[config.mk]
export PLATFORM = sky130hd
export DESIGN_NAME = aesgcm_ghash
export DESIGN_NICKNAME = d
export VERILOG_FILES = /design/src/design/aesgcm_pkg.sv /design/src/design/aesgcm_ghash.sv
export SDC_FILE = /design/constraint.sdc
export NUM_CORES = 1
export LEC_CHECK = 0
export ABC_AREA = 1
export BUFFER_PORTS_ARGS = -buffer_cell sky130_fd_sc_hd__buf_2
export CAP_MARGIN = 10
export CORE_MARGIN = 10
export CORE_UTILIZATION = 45
export DETAILED_ROUTE_END_ITERATION = 10
export GPL_ROUTABILITY_DRIVEN = 0
export PLACE_DENSITY = 0.67
export SLEW_MARGIN = 10
export SYNTH_ARGS = -nofsm -noshare
export SYNTH_HDL_FRONTEND = slang
export SYNTH_SLANG_ARGS = --single-unit
[constraint.sdc]
create_clock -name i_clk -period 20.7 [get_ports i_clk]
set_input_delay 2.07 -clock i_clk [delete_from_list [all_inputs] [get_ports i_clk]]
set_output_delay 2.07 -clock i_clk [all_outputs]
set_load 0.05 [all_outputs]
[src/design/aesgcm_pkg.sv]
package aesgcm_pkg;

    localparam int NumRoundKeys = 15;
    localparam int GhDigit      = 8;

    localparam logic [1:0] KIND_KEY   = 2'd0;
    localparam logic [1:0] KIND_START = 2'd1;
    localparam logic [1:0] KIND_DATA  = 2'd2;
    localparam logic [1:0] KIND_RSVD  = 2'd3;

    localparam logic [2:0] CFG_HKEY_HI = 3'd0;
    localparam logic [2:0] CFG_HKEY_LO = 3'd1;
    localparam logic [2:0] CFG_IV_HI   = 3'd2;
    localparam logic [2:0] CFG_IV_LO   = 3'd3;
    localparam logic [2:0] CFG_CTR     = 3'd4;

    localparam logic [3:0] LAST_ROUND = 4'd14;

    localparam logic [127:0] GCM_R = {8'he1, 120'd0};

    typedef struct packed {
        logic         we;
        logic [3:0]   idx;
        logic [127:0] data;
    } t_key_wr;

    localparam logic [7:0] SBOX [256] = '{
        8'h63,8'h7c,8'h77,8'h7b,8'hf2,8'h6b,8'h6f,8'hc5,8'h30,8'h01,8'h67,8'h2b,8'hfe,8'hd7,8'hab,8'h76,
        8'hca,8'h82,8'hc9,8'h7d,8'hfa,8'h59,8'h47,8'hf0,8'had,8'hd4,8'ha2,8'haf,8'h9c,8'ha4,8'h72,8'hc0,
        8'hb7,8'hfd,8'h93,8'h26,8'h36,8'h3f,8'hf7,8'hcc,8'h34,8'ha5,8'he5,8'hf1,8'h71,8'hd8,8'h31,8'h15,
        8'h04,8'hc7,8'h23,8'hc3,8'h18,8'h96,8'h05,8'h9a,8'h07,8'h12,8'h80,8'he2,8'heb,8'h27,8'hb2,8'h75,
        8'h09,8'h83,8'h2c,8'h1a,8'h1b,8'h6e,8'h5a,8'ha0,8'h52,8'h3b,8'hd6,8'hb3,8'h29,8'he3,8'h2f,8'h84,
        8'h53,8'hd1,8'h00,8'hed,8'h20,8'hfc,8'hb1,8'h5b,8'h6a,8'hcb,8'hbe,8'h39,8'h4a,8'h4c,8'h58,8'hcf,
        8'hd0,8'hef,8'haa,8'hfb,8'h43,8'h4d,8'h33,8'h85,8'h45,8'hf9,8'h02,8'h7f,8'h50,8'h3c,8'h9f,8'ha8,
        8'h51,8'ha3,8'h40,8'h8f,8'h92,8'h9d,8'h38,8'hf5,8'hbc,8'hb6,8'hda,8'h21,8'h10,8'hff,8'hf3,8'hd2,
        8'hcd,8'h0c,8'h13,8'hec,8'h5f,8'h97,8'h44,8'h17,8'hc4,8'ha7,8'h7e,8'h3d,8'h64,8'h5d,8'h19,8'h73,
        8'h60,8'h81,8'h4f,8'hdc,8'h22,8'h2a,8'h90,8'h88,8'h46,8'hee,8'hb8,8'h14,8'hde,8'h5e,8'h0b,8'hdb,
        8'he0,8'h32,8'h3a,8'h0a,8'h49,8'h06,8'h24,8'h5c,8'hc2,8'hd3,8'hac,8'h62,8'h91,8'h95,8'he4,8'h79,
        8'he7,8'hc8,8'h37,8'h6d,8'h8d,8'hd5,8'h4e,8'ha9,8'h6c,8'h56,8'hf4,8'hea,8'h65,8'h7a,8'hae,8'h08,
        8'hba,8'h78,8'h25,8'h2e,8'h1c,8'ha6,8'hb4,8'hc6,8'he8,8'hdd,8'h74,8'h1f,8'h4b,8'hbd,8'h8b,8'h8a,
        8'h70,8'h3e,8'hb5,8'h66,8'h48,8'h03,8'hf6,8'h0e,8'h61,8'h35,8'h57,8'hb9,8'h86,8'hc1,8'h1d,8'h9e,
        8'he1,8'hf8,8'h98,8'h11,8'h69,8'hd9,8'h8e,8'h94,8'h9b,8'h1e,8'h87,8'he9,8'hce,8'h55,8'h28,8'hdf,
        8'h8c,8'ha1,8'h89,8'h0d,8'hbf,8'he6,8'h42,8'h68,8'h41,8'h99,8'h2d,8'h0f,8'hb0,8'h54,8'hbb,8'h16
    };

    function automatic logic [7:0] xtime(input logic [7:0] x);
        return {x[6:0], 1'b0} ^ (x[7] ? 8'h1b : 8'h00);
    endfunction

    // byte 0 sits in the top bits of the state word
    function automatic logic [127:0] aes_round(input logic [127:0] s, input logic [127:0] k,
                                               input logic last);
        logic [7:0]   t [16];
        logic [7:0]   m [16];
        logic [7:0]   a0, a1, a2, a3, al;
        logic [127:0] r;
        for (int c = 0; c < 4; c++) begin
            for (int i = 0; i < 4; i++) begin
                t[i + 4 * c] = SBOX[s[127 - 8 * (i + 4 * ((c + i) % 4)) -: 8]];
            end
        end
        for (int c = 0; c < 4; c++) begin
            a0 = t[4 * c];
            a1 = t[4 * c + 1];
            a2 = t[4 * c + 2];
            a3 = t[4 * c + 3];
            al = a0 ^ a1 ^ a2 ^ a3;
            m[4 * c]     = last ? a0 : (a0 ^ al ^ xtime(a0 ^ a1));
            m[4 * c + 1] = last ? a1 : (a1 ^ al ^ xtime(a1 ^ a2));
            m[4 * c + 2] = last ? a2 : (a2 ^ al ^ xtime(a2 ^ a3));
            m[4 * c + 3] = last ? a3 : (a3 ^ al ^ xtime(a3 ^ a0));
        end
        for (int b = 0; b < 16; b++) begin
            r[127 - 8 * b -: 8] = m[b];
        end
        return r ^ k;
    endfunction

endpackage

[src/design/aesgcm_ghash.sv]
module aesgcm_ghash
    import aesgcm_pkg::*;
(
    input  logic         i_clk,
    input  logic         i_rst_n,
    input  logic         i_start,
    input  logic [127:0] i_x,
    input  logic [127:0] i_h,
    output logic         o_done,
    output logic [127:0] o_z
);
    logic [127:0] r_x, r_v, r_z;
    logic [3:0]   r_cnt;
    logic         r_busy, r_done;
    logic [127:0] n_x, n_v, n_z;

    // one byte of x per cycle, msb first
    always_comb begin
        n_x = r_x;
        n_v = r_v;
        n_z = r_z;
        for (int j = 0; j < GhDigit; j++) begin
            if (n_x[127]) begin
                n_z = n_z ^ n_v;
            end
            n_v = {1'b0, n_v[127:1]} ^ (n_v[0] ? GCM_R : 128'd0);
            n_x = {n_x[126:0], 1'b0};
        end
    end

    always_ff @(posedge i_clk) begin
        if (!i_rst_n) begin
            r_busy <= 1'b0;
            r_done <= 1'b0;
            r_cnt  <= 4'd0;
        end else begin
            r_done <= 1'b0;
            if (i_start) begin
                r_x    <= i_x;
                r_v    <= i_h;
                r_z    <= 128'd0;
                r_cnt  <= 4'd0;
                r_busy <= 1'b1;
            end else if (r_busy) begin
                r_x   <= n_x;
                r_v   <= n_v;
                r_z   <= n_z;
                r_cnt <= r_cnt + 4'd1;
                if (r_cnt == 4'd15) begin
                    r_busy <= 1'b0;
                    r_done <= 1'b1;
                end
            end
        end
    end

    assign o_done = r_done;
    assign o_z    = r_z;
endmodule

# Word level (Yosys, flattened, before mapping)
# Index checks and enable logic that the tools add are counted.
# W data, S select, Z words.
# totals
mem_bits_rw	0
input_bits	259
n_memories	0
wordCells	55
register_bits	390
out_inout_bits	129
rom_bits	0
latchBits	0
# classes
n_shift	0
n_addsub	1
muxes	25
div	0
n_eq_ne	1
n_bitwise	18
magnitude_cmp	0
reduce_logical	4
n_mul	0
# op_table
op	n
$mux W128	21
$xor A127 B128 Y128	8
$xor A128 B128 Y128	8
$add A4 B1 Y4 const B	1
$eq A4 B4 Y1 const B	1
$mux W1	4
$reduce_or A3 Y1	1
$not A1 Y1	2
$reduce_and A2 Y1	1
$reduce_bool A2 Y1	1
$reduce_or A2 Y1	1

# Depth between registers and ports, before layout
# Gate-level depths: netlist of the first run.
# depth
ltp_word	18
depth_mapped	16
depth_no_buf	15

# Worst setup path before layout of the first run
# Ideal clock, no wire load.
# synth_timing
kind	input-to-reg
startpoint	input port i_start
endpoint	register r_z[0] (netlist: o_z[0]), enable pin
required_ns	19.438
n_path_buf	2
cell_stages	4
setup_slack_ns	-1.535
arrival_time_ns	20.973
path_cell_list	clkbuf_1 > inv_2 > clkbuf_1 > a21oi_1
# synth_via
elab_chain_cells	2
# synth_rtl
item	line	rtl
start, declared	aesgcm_ghash.sv:6	input logic i_start,
$reduce_bool A2 Y1 (no line)	-	
$reduce_and A2 Y1 (no line)	-	
end signal, assigned	aesgcm_ghash.sv:47	r_z <= n_z;
end, declared	aesgcm_ghash.sv:12	logic [127:0] r_x, r_v, r_z;
# No other way between the ends.
# A chain may end at the register's enable or synchronous reset.

# Worst setup path in the final report of the first run
# layout_timing
startpoint	input port i_start
endpoint	register r_x[25], enable pin
# layout_via
elab_chain_cells	2
# layout_rtl
item	line	rtl
$reduce_bool A2 Y1 (no line)	-	
$reduce_and A2 Y1 (no line)	-	
end signal, assigned	aesgcm_ghash.sv:39	r_x <= i_x;
end signal, assigned	aesgcm_ghash.sv:45	r_x <= n_x;
end, declared	aesgcm_ghash.sv:12	
# No other way between the ends.

==> run summary, run 1 <==
Avg WL per Cell: 17.71 um
fillers: 6397
status: complete, no violations
Port-buffer cells: 387
Register Area: 11650 um^2
Worst Path Required: 20.91 ns
Starting DRT DRC Count: 2091
Hold-fix buffers, CTS: 0
hold path start: r_cnt[3]$_SDFFE_PP0P_
library cells used by synthesis: 29
wirelength, routed: 88730 um
Layout area overhead: 10.77%
final hold slack: 0.4759 ns
vias in the first global route: 24955
initial antenna violation count: 10
Peak Freq: 194.4 MHz
pre-CTS worst setup slack: 14.91 ns
crit path from: i_start
TritonCTS Sinks: 390
most frequent cells in the layout: nand2_1 (1816), xnor2_1 (597), buf_2 (386)
register area share after synthesis: 38.16%
die area: 78660 um^2
Avg Inst Size Synth: 7.747 um^2
commonest non-fill, non-tap cell in the layout: nand2_1
Post-Layout Cell Count: 5010
synthesized flop and latch total: 390
Avg Vias per Cell: 5.123
synthesized instance count: 3941
num ports: 388
total track usage: 21.90%
H-Tree Depth: 2
Die Ht: 280.5 um
number of routed nets with antenna violations: 0
critical path type: in2reg
CTS tree: built
Fin Setup TNS: 0 ns
Multi-input gate area: 17050 um^2
CTS Buffer Depth: 3
Max Cap Violations: 0
Worst-path clk slew: 0.07 ns
layout cells sized above 1: 13.27%
CP Max Fanout: 131
Final Hold Viols: 0
Critical Path Source Type: input port
RSZ-0062 raised after global routing: false
Tot Pwr: 2804 uW
leakage power: 0.01443 uW
worst skew pair latency: 0.59 ns
pwr dens: 82.91 nW/um^2
Nets: 4354
Least-Margin Pin Slew: 1.150 ns
Yosys warnings: 0
post-synthesis cell area: 30530 um^2
cts bufs inserted: 47
final setup margin: 15.55 ns
clock root buffer: clkbuf_16
CP arrival: 5.36 ns
Worst VDD drop: 58.83 uV
number of placement rows: 95
critical path endpoint category: register
Post-DP HPWL: 56820 um
hold crit path type: reg2reg
post-cts resize count: 0
headroom to the max-slew limit: 23.34%
DP Cell Count: 4918
Critical R2R Launch: r_busy$_SDFF_PN0_
Mapped Nets: 4201
Die X: 280.5 um
min cycle time layout: 5.145 ns
Starting Density: 45.46%
period utilisation layout: 24.86%
gr ovfl total: 0
DRT Pass-1 Iters: 7
Setup-failing EPs final: 0
pin count of the biggest net entering global routing: 153
Vias: 25667
Final Max Tran Viols: 0
DRC: 0
Core ar.: 67160 um^2
first-pass GRT wire length: 139600 um
skew final: 0.02159 ns
setup fix buffers added after clock tree synthesis: 0
## report_power, final
group | switching [uW] | internal [uW] | total (uW) | leakage [uW]
combinational | 547 | 352 | 899 | 0.00992
clock | 354 | 488 | 841 | 0.000743
sequential | 92.6 | 971 | 1060 | 0.00376
total | 993 | 1810 | 2800 | 0.0144
## state kept, by name, summed over array words and instances (netlist names)
| signal | flops |
|---|---|
| r_cnt | 4 |
| o_z | 128 |
| r_x | 128 |
| r_v | 128 |
| o_done | 1 |
| r_busy | 1 |
## critical path, stage by stage
cell     delay [ns]
buf_8          0.39
inv_8          0.37
a21oi_4        0.57
buf_4          0.75
buf_4          0.94
## per-stage QoR
step                      util [%]  cell area (um^2)
after CTS                    50.33             33800
after detailed placement     48.07             32280
final                        50.35             33820
after floorplan                  -             30530
after global routing         50.34             33810
after global placement       48.07             32280
## Yosys cell counts, drive strengths merged
| master | instances | area share (%) |
|---|---|---|
| nand2b | 1 | 0.021 |
| o21a | 67 | 1.6 |
| nor2 | 97 | 1.2 |
| nor3 | 5 | 0.082 |
| a22oi | 1 | 0.025 |
| dfxtp | 6 | 0.39 |
| edfxtp | 384 | 38 |
| a21oi | 130 | 2.1 |
| nand3 | 92 | 1.5 |
| nand2 | 1859 | 23 |
| xor2 | 247 | 7.1 |
| ha | 1 | 0.041 |
| o21ai | 32 | 0.52 |
| inv | 84 | 1.0 |
| clkinv | 2 | 0.025 |
| clkbuf | 133 | 1.6 |
| xnor2 | 617 | 18 |
| nand3b | 3 | 0.074 |
| buf | 176 | 3.3 |
| nand4 | 2 | 0.041 |
| o211ai | 1 | 0.025 |
| o22ai | 1 | 0.021 |
## final timing paths
kind                            to  slack [ns]  cells past startpoint
max              r_x[25]$_DFFE_PP_       15.55                      5
min          r_cnt[3]$_SDFFE_PP0P_        0.48                      2
max reg2reg      r_x[25]$_DFFE_PP_       17.49                      4
min reg2reg  r_cnt[3]$_SDFFE_PP0P_        0.48                      2
## logic make-up (layout without fill, tap and decap cells)
logic type / Yosys count / count (layout) / synth area share (%)
buf+inv: 395 / 585 / 6.020
fa+ha+maj: 1 / 1 / 0.04098
compound gates: 232 / 232 / 4.373
other cells: 0 / 6 / 0
flops: 390 / 390 / 38.16
simple gates: 2059 / 2059 / 26.13
xor+xnor: 864 / 864 / 25.28
## metal layers
layer / track usage [%] / vias up / share of wire [%]
li1: - / 12556 / -
met1: 27.97 / 12044 / 41
met2: 36.79 / 918 / 48
met3: 4.589 / 139 / 8.0
met4: 6.383 / 10 / 2.5
met5: 0 / - / 0.068
## final cells by class
type | count | area share, %
Multi-Input combinational cell | 3156 | 50.43
Timing Repair Buffer | 413 | 6.371
Clock buffer | 57 | 3.652
Inverter | 86 | 0.9768
Tap cell | 873 | 3.230
Clock inverter | 29 | 0.8473
Sequential cell | 390 | 34.45
Antenna cell | 6 | 0.04440
Note: power is estimated with default switching activity, not from simulation.
==> run 2: changes to the inputs <==
clock period = 4.7 ns   (was 20.7 ns; I/O delays follow)
==> run summary, run 2 (synthesized netlist as in run 1, its figures left out) <==
DRT Pass-1 Iters: 5
Worst Path Required: 5.03 ns
first-pass GRT wire length: 137600 um
Final Hold Viols: 0
commonest non-fill, non-tap cell in the layout: nand2_1
end of the critical path: o_z[76]$_SDFFCE_PP0P_
gr ovfl total: 0
CTS Buffer Depth: 3
final design utilization: 50.51%
layout cells sized above 1: 13.08%
Starting DRT DRC Count: 2265
Hold-fix buffers, CTS: 0
Worst-path clk slew: 0.06 ns
most frequent cells in the layout: nand2_1 (1816), xnor2_1 (597), buf_2 (386)
clock root buffer: clkbuf_16
Final Max Tran Viols: 0
DRC: 0
CP arrival: 2.90 ns
H-Tree Depth: 2
Max Cap Violations: 0
total track usage: 21.74%
Avg Vias per Cell: 5.113
crit path from: r_x[122]$_DFFE_PP_
CP Max Fanout: 69
Starting Density: 45.46%
worst reg2reg path depth: 7
pwr dens: 357.6 nW/um^2
Critical Path Source Type: register
skew final: 0.01825 ns
Post-DP HPWL: 57010 um
cts bufs inserted: 46
hold crit path type: in2reg
R2R Path End: o_z[76]$_SDFFCE_PP0P_
post-cts resize count: 0
design area: 33920 um^2
Peak Freq: 388.4 MHz
initial antenna violation count: 17
critical path type: reg2reg
pin count of the biggest net entering global routing: 176
Setup-failing EPs final: 0
final setup margin: 2.125 ns
final hold slack: 0.1405 ns
Port-buffer cells: 387
vias in the first global route: 24319
num ports: 388
period utilisation layout: 54.78%
number of placement rows: 95
Tot Pwr: 12130 uW
Avg WL per Cell: 17.68 um
Die X: 280.5 um
Layout area overhead: 11.10%
min cycle time layout: 2.575 ns
Critical R2R Launch: r_x[122]$_DFFE_PP_
die area: 78660 um^2
RSZ-0062 raised after global routing: false
Least-Margin Pin Slew: 0.9623 ns
area post-placement: 32520 um^2
critical path endpoint category: register
headroom to the max-slew limit: 35.84%
Die Ht: 280.5 um
leakage power: 0.01445 uW
pre-CTS worst setup slack: 1.827 ns
Nets: 4358
Core ar.: 67160 um^2
Worst VDD drop: 255.0 uV
wirelength, routed: 88550 um
R2R Setup Slk: 2.13 ns
CTS tree: built
fillers: 6342
TritonCTS Sinks: 390
number of routed nets with antenna violations: 0
Vias: 25601
status: complete, no violations
worst skew pair latency: 0.58 ns
setup fix buffers added after clock tree synthesis: 0
[run 2: changes by cell type in the layout (fill, tap and decap cells not counted)]
cell / change
clkbuf_16: -1
buf_12: +16
clkinv_1: +2
clkinv_8: -1
clkinv_2: -6
diode_2: -2
bufinv_16: -2
inv_6: -2
clkbuf_1: +5
clkinvlp_4: -1
buf_4: -11
[run 2: worst min-delay path by stage]
stage                                startpoint                     to  slack [ns]  cells past startpoint
after floorplan           r_cnt[3]$_SDFFE_PP0P_  r_cnt[3]$_SDFFE_PP0P_        0.44                      2
after global placement    r_cnt[3]$_SDFFE_PP0P_  r_cnt[3]$_SDFFE_PP0P_        0.46                      2
after detailed placement  r_cnt[3]$_SDFFE_PP0P_  r_cnt[3]$_SDFFE_PP0P_        0.46                      2
after CTS                                i_x[0]   r_x[0]$_SDFFCE_PN0P_        0.11                      3
after global routing                     i_x[5]   r_x[5]$_SDFFCE_PN0P_        0.13                      3
final                                    i_x[0]   r_x[0]$_SDFFCE_PN0P_        0.14                      3
[run 2: area by class of cell]
| cell class | instances | area (um^2) | area share, % |
|---|---|---|---|
| Antenna cell | 4 | 10.01 | 0.02951 |
| Clock buffer | 61 | 1229 | 3.622 |
| Clock inverter | 19 | 162.7 | 0.4795 |
| Inverter | 86 | 330.3 | 0.9738 |
| Multi-Input combinational cell | 3156 | 17050 | 50.27 |
| Sequential cell | 390 | 11650 | 34.35 |
| Tap cell | 873 | 1092 | 3.220 |
| Timing Repair Buffer | 418 | 2392 | 7.053 |
[run 2: routing by layer]
metal	vias to the layer above	GRT usage, %	share of wire [%]
li1	12551	-	-
met2	982	36.24	48
met1	11895	27.65	41
met3	149	5.121	8.8
met4	24	6.259	2.6
met5	-	0	0.17
[run 2: critical path, cell delays in order (launching register included)]
cell,delay [ns]
edfxtp_1,0.91
buf_12,0.38
nand2_1,0.12
xnor2_1,0.16
xnor2_1,0.20
xor2_1,0.21
a21oi_1,0.09
o21a_1,0.15
[run 2: where the power goes]
part	switching (uW)	internal (uW)
clock	1490	1990
sequential	425	4270
combinational	2380	1580
[run 2: per-stage QoR]
step / std cells / setup TNS, ns
after global placement: 4923 / 0
after floorplan: 3941 / -1150.38
after global routing: 5006 / 0
final: 5007 / 0
after detailed placement: 4923 / 0
after CTS: 5003 / 0
==> run 3: changes to the inputs <==
PLACE_DENSITY = 0.65   (was 0.67)
clock period = 2.4 ns   (was 4.7 ns; I/O delays follow)
==> run summary, run 3 (synthesized netlist as in run 1, its figures left out) <==
Final Max Tran Viols: 0
wirelength, routed: 94370 um
headroom to the max-slew limit: 37.64%
Setup-failing EPs final: 0
Die Ht: 280.5 um
Die X: 280.5 um
num ports: 388
final design utilization: 55.30%
critical path endpoint category: register
Avg Vias per Cell: 5.070
Post-Layout Cell Count: 5308
CP arrival: 2.50 ns
CTS Buffer Depth: 3
DRT Pass-1 Iters: 5
Clock power frac: 30.2%
register share of total power: 36.8%
leakage power: 0.01585 uW
Peak Freq: 465.6 MHz
period utilisation layout: 89.48%
RSZ-0062 raised after global routing: false
min cycle time layout: 2.148 ns
pin count of the biggest net entering global routing: 175
hold crit path type: in2reg
CP Max Fanout: 8
Pint: 16280 uW
total track usage: 23.40%
Worst Path Required: 2.75 ns
Core ar.: 67160 um^2
NetSw: 8694 uW
Vias: 26913
Starting DRT DRC Count: 2311
Final Hold Viols: 0
final setup margin: 0.2524 ns
vias in the first global route: 26290
DP Cell Count: 4958
first-pass GRT wire length: 148200 um
Port-buffer cells: 387
TritonCTS Sinks: 390
initial antenna violation count: 13
Layout area overhead: 21.64%
Worst VDD drop: 583.9 uV
skew final: 0.02474 ns
most frequent cells in the layout: nand2_1 (1816), xnor2_1 (597), buf_2 (386)
Critical Path Source Type: register
number of placement rows: 95
Post-DP HPWL: 59790 um
fillers: 6006
pre-CTS worst setup slack: 0.3111 ns
Max Cap Violations: 0
status: complete, no violations
setup fix buffers added after clock tree synthesis: 0
critical path type: reg2reg
commonest non-fill, non-tap cell in the layout: nand2_1
number of routed nets with antenna violations: 0
Nets: 4649
Least-Margin Pin Slew: 0.9354 ns
DRC: 0
Avg WL per Cell: 17.78 um
Multi-input gate area: 17050 um^2
gr ovfl total: 0
worst skew pair latency: 0.61 ns
Worst-path clk slew: 0.06 ns
Starting Density: 45.46%
switching share of total power: 34.81%
H-Tree Depth: 2
Combinational Power Share: 33.1%
cts bufs inserted: 49
die area: 78660 um^2
pwr dens: 672.5 nW/um^2
CTS tree: built
Register Area: 11650 um^2
clock root buffer: clkbuf_16
layout cells sized above 1: 13.22%
-- run 3: cell count changes in the layout (fill, tap and decap cells not counted), sizes merged --
cell         delta
clkbuf          -3
clkinv          +4
dlygate4sd3   +253
bufinv          +4
buf            +35
diode           +7
inv             +1
-- run 3: power groups by stage --
stage	Sequential [uW]	Clock [uW]	Combinational (uW)
2_1_floorplan	9780	0	5680
3_3_place_gp	9310	0	7750
3_5_place_dp	9300	0	7890
4_1_cts	9170	7660	8260
5_1_grt	9240	7910	9080
6_report	9180	7530	8260
-- run 3: worst max-delay path, stage by stage, from the launching register on --
cell	delay, ns
edfxtp_1	0.54
inv_1	0.20
nand2_1	0.07
nand2_1	0.20
inv_1	0.13
nand2_1	0.09
xor2_1	0.18
inv_1	0.06
nand2_1	0.09
nand2_1	0.06
nand2_1	0.08
nand3_1	0.08
nand2_1	0.07
nor2_1	0.06
-- run 3: path summary, 6_finish.rpt --
kind         slack (ns)  cells after the start                   from                      to
max                0.25                     13       r_v[1]$_DFFE_PP_  o_z[120]$_SDFFCE_PP0P_
min                0.01                      3                 i_h[1]        r_v[1]$_DFFE_PP_
max reg2reg        0.25                     13       r_v[1]$_DFFE_PP_  o_z[120]$_SDFFCE_PP0P_
min reg2reg        0.48                      2  r_cnt[3]$_SDFFE_PP0P_   r_cnt[3]$_SDFFE_PP0P_
-- run 3: per-stage QoR --
stage                     hold WS (ns)  instance area (um^2)  total power [uW]  setup TNS (ns)
final                          0.01088                 37140             24970               0
after CTS                     0.007606                 37110             25090               0
after floorplan                 0.4126                 30580             15460        -1947.33
after global placement          0.4532                 33010             17070               0
after global routing           0.02917                 37130             26240               0
after detailed placement        0.4652                 33010             17200               0
-- run 3: timing repair --
action,4_1_cts,5_1_grt
hold buffers,253,0
gates resized for setup,0,0
endpoints found under the hold margin,253,0
-- run 3: cell type report --
class                      count  share of cell area, %
clock inverter                28                 0.8356
multi-input combinational   3156                  45.92
sequential                   390                  31.37
antenna                       11                0.07412
tap                          873                  2.941
clock buffer                  58                  3.393
timing repair buffer         706                  14.57
inverter                      86                 0.8895
-- run 3: metal layers --
layer | share of wire, % | track usage, % | up-vias
met5 | 0.015 | 0 | -
met4 | 3.0 | 7.789 | 4
met3 | 8.1 | 5.096 | 153
met2 | 48 | 39.28 | 999
met1 | 41 | 29.39 | 12613
li1 | - | - | 13144
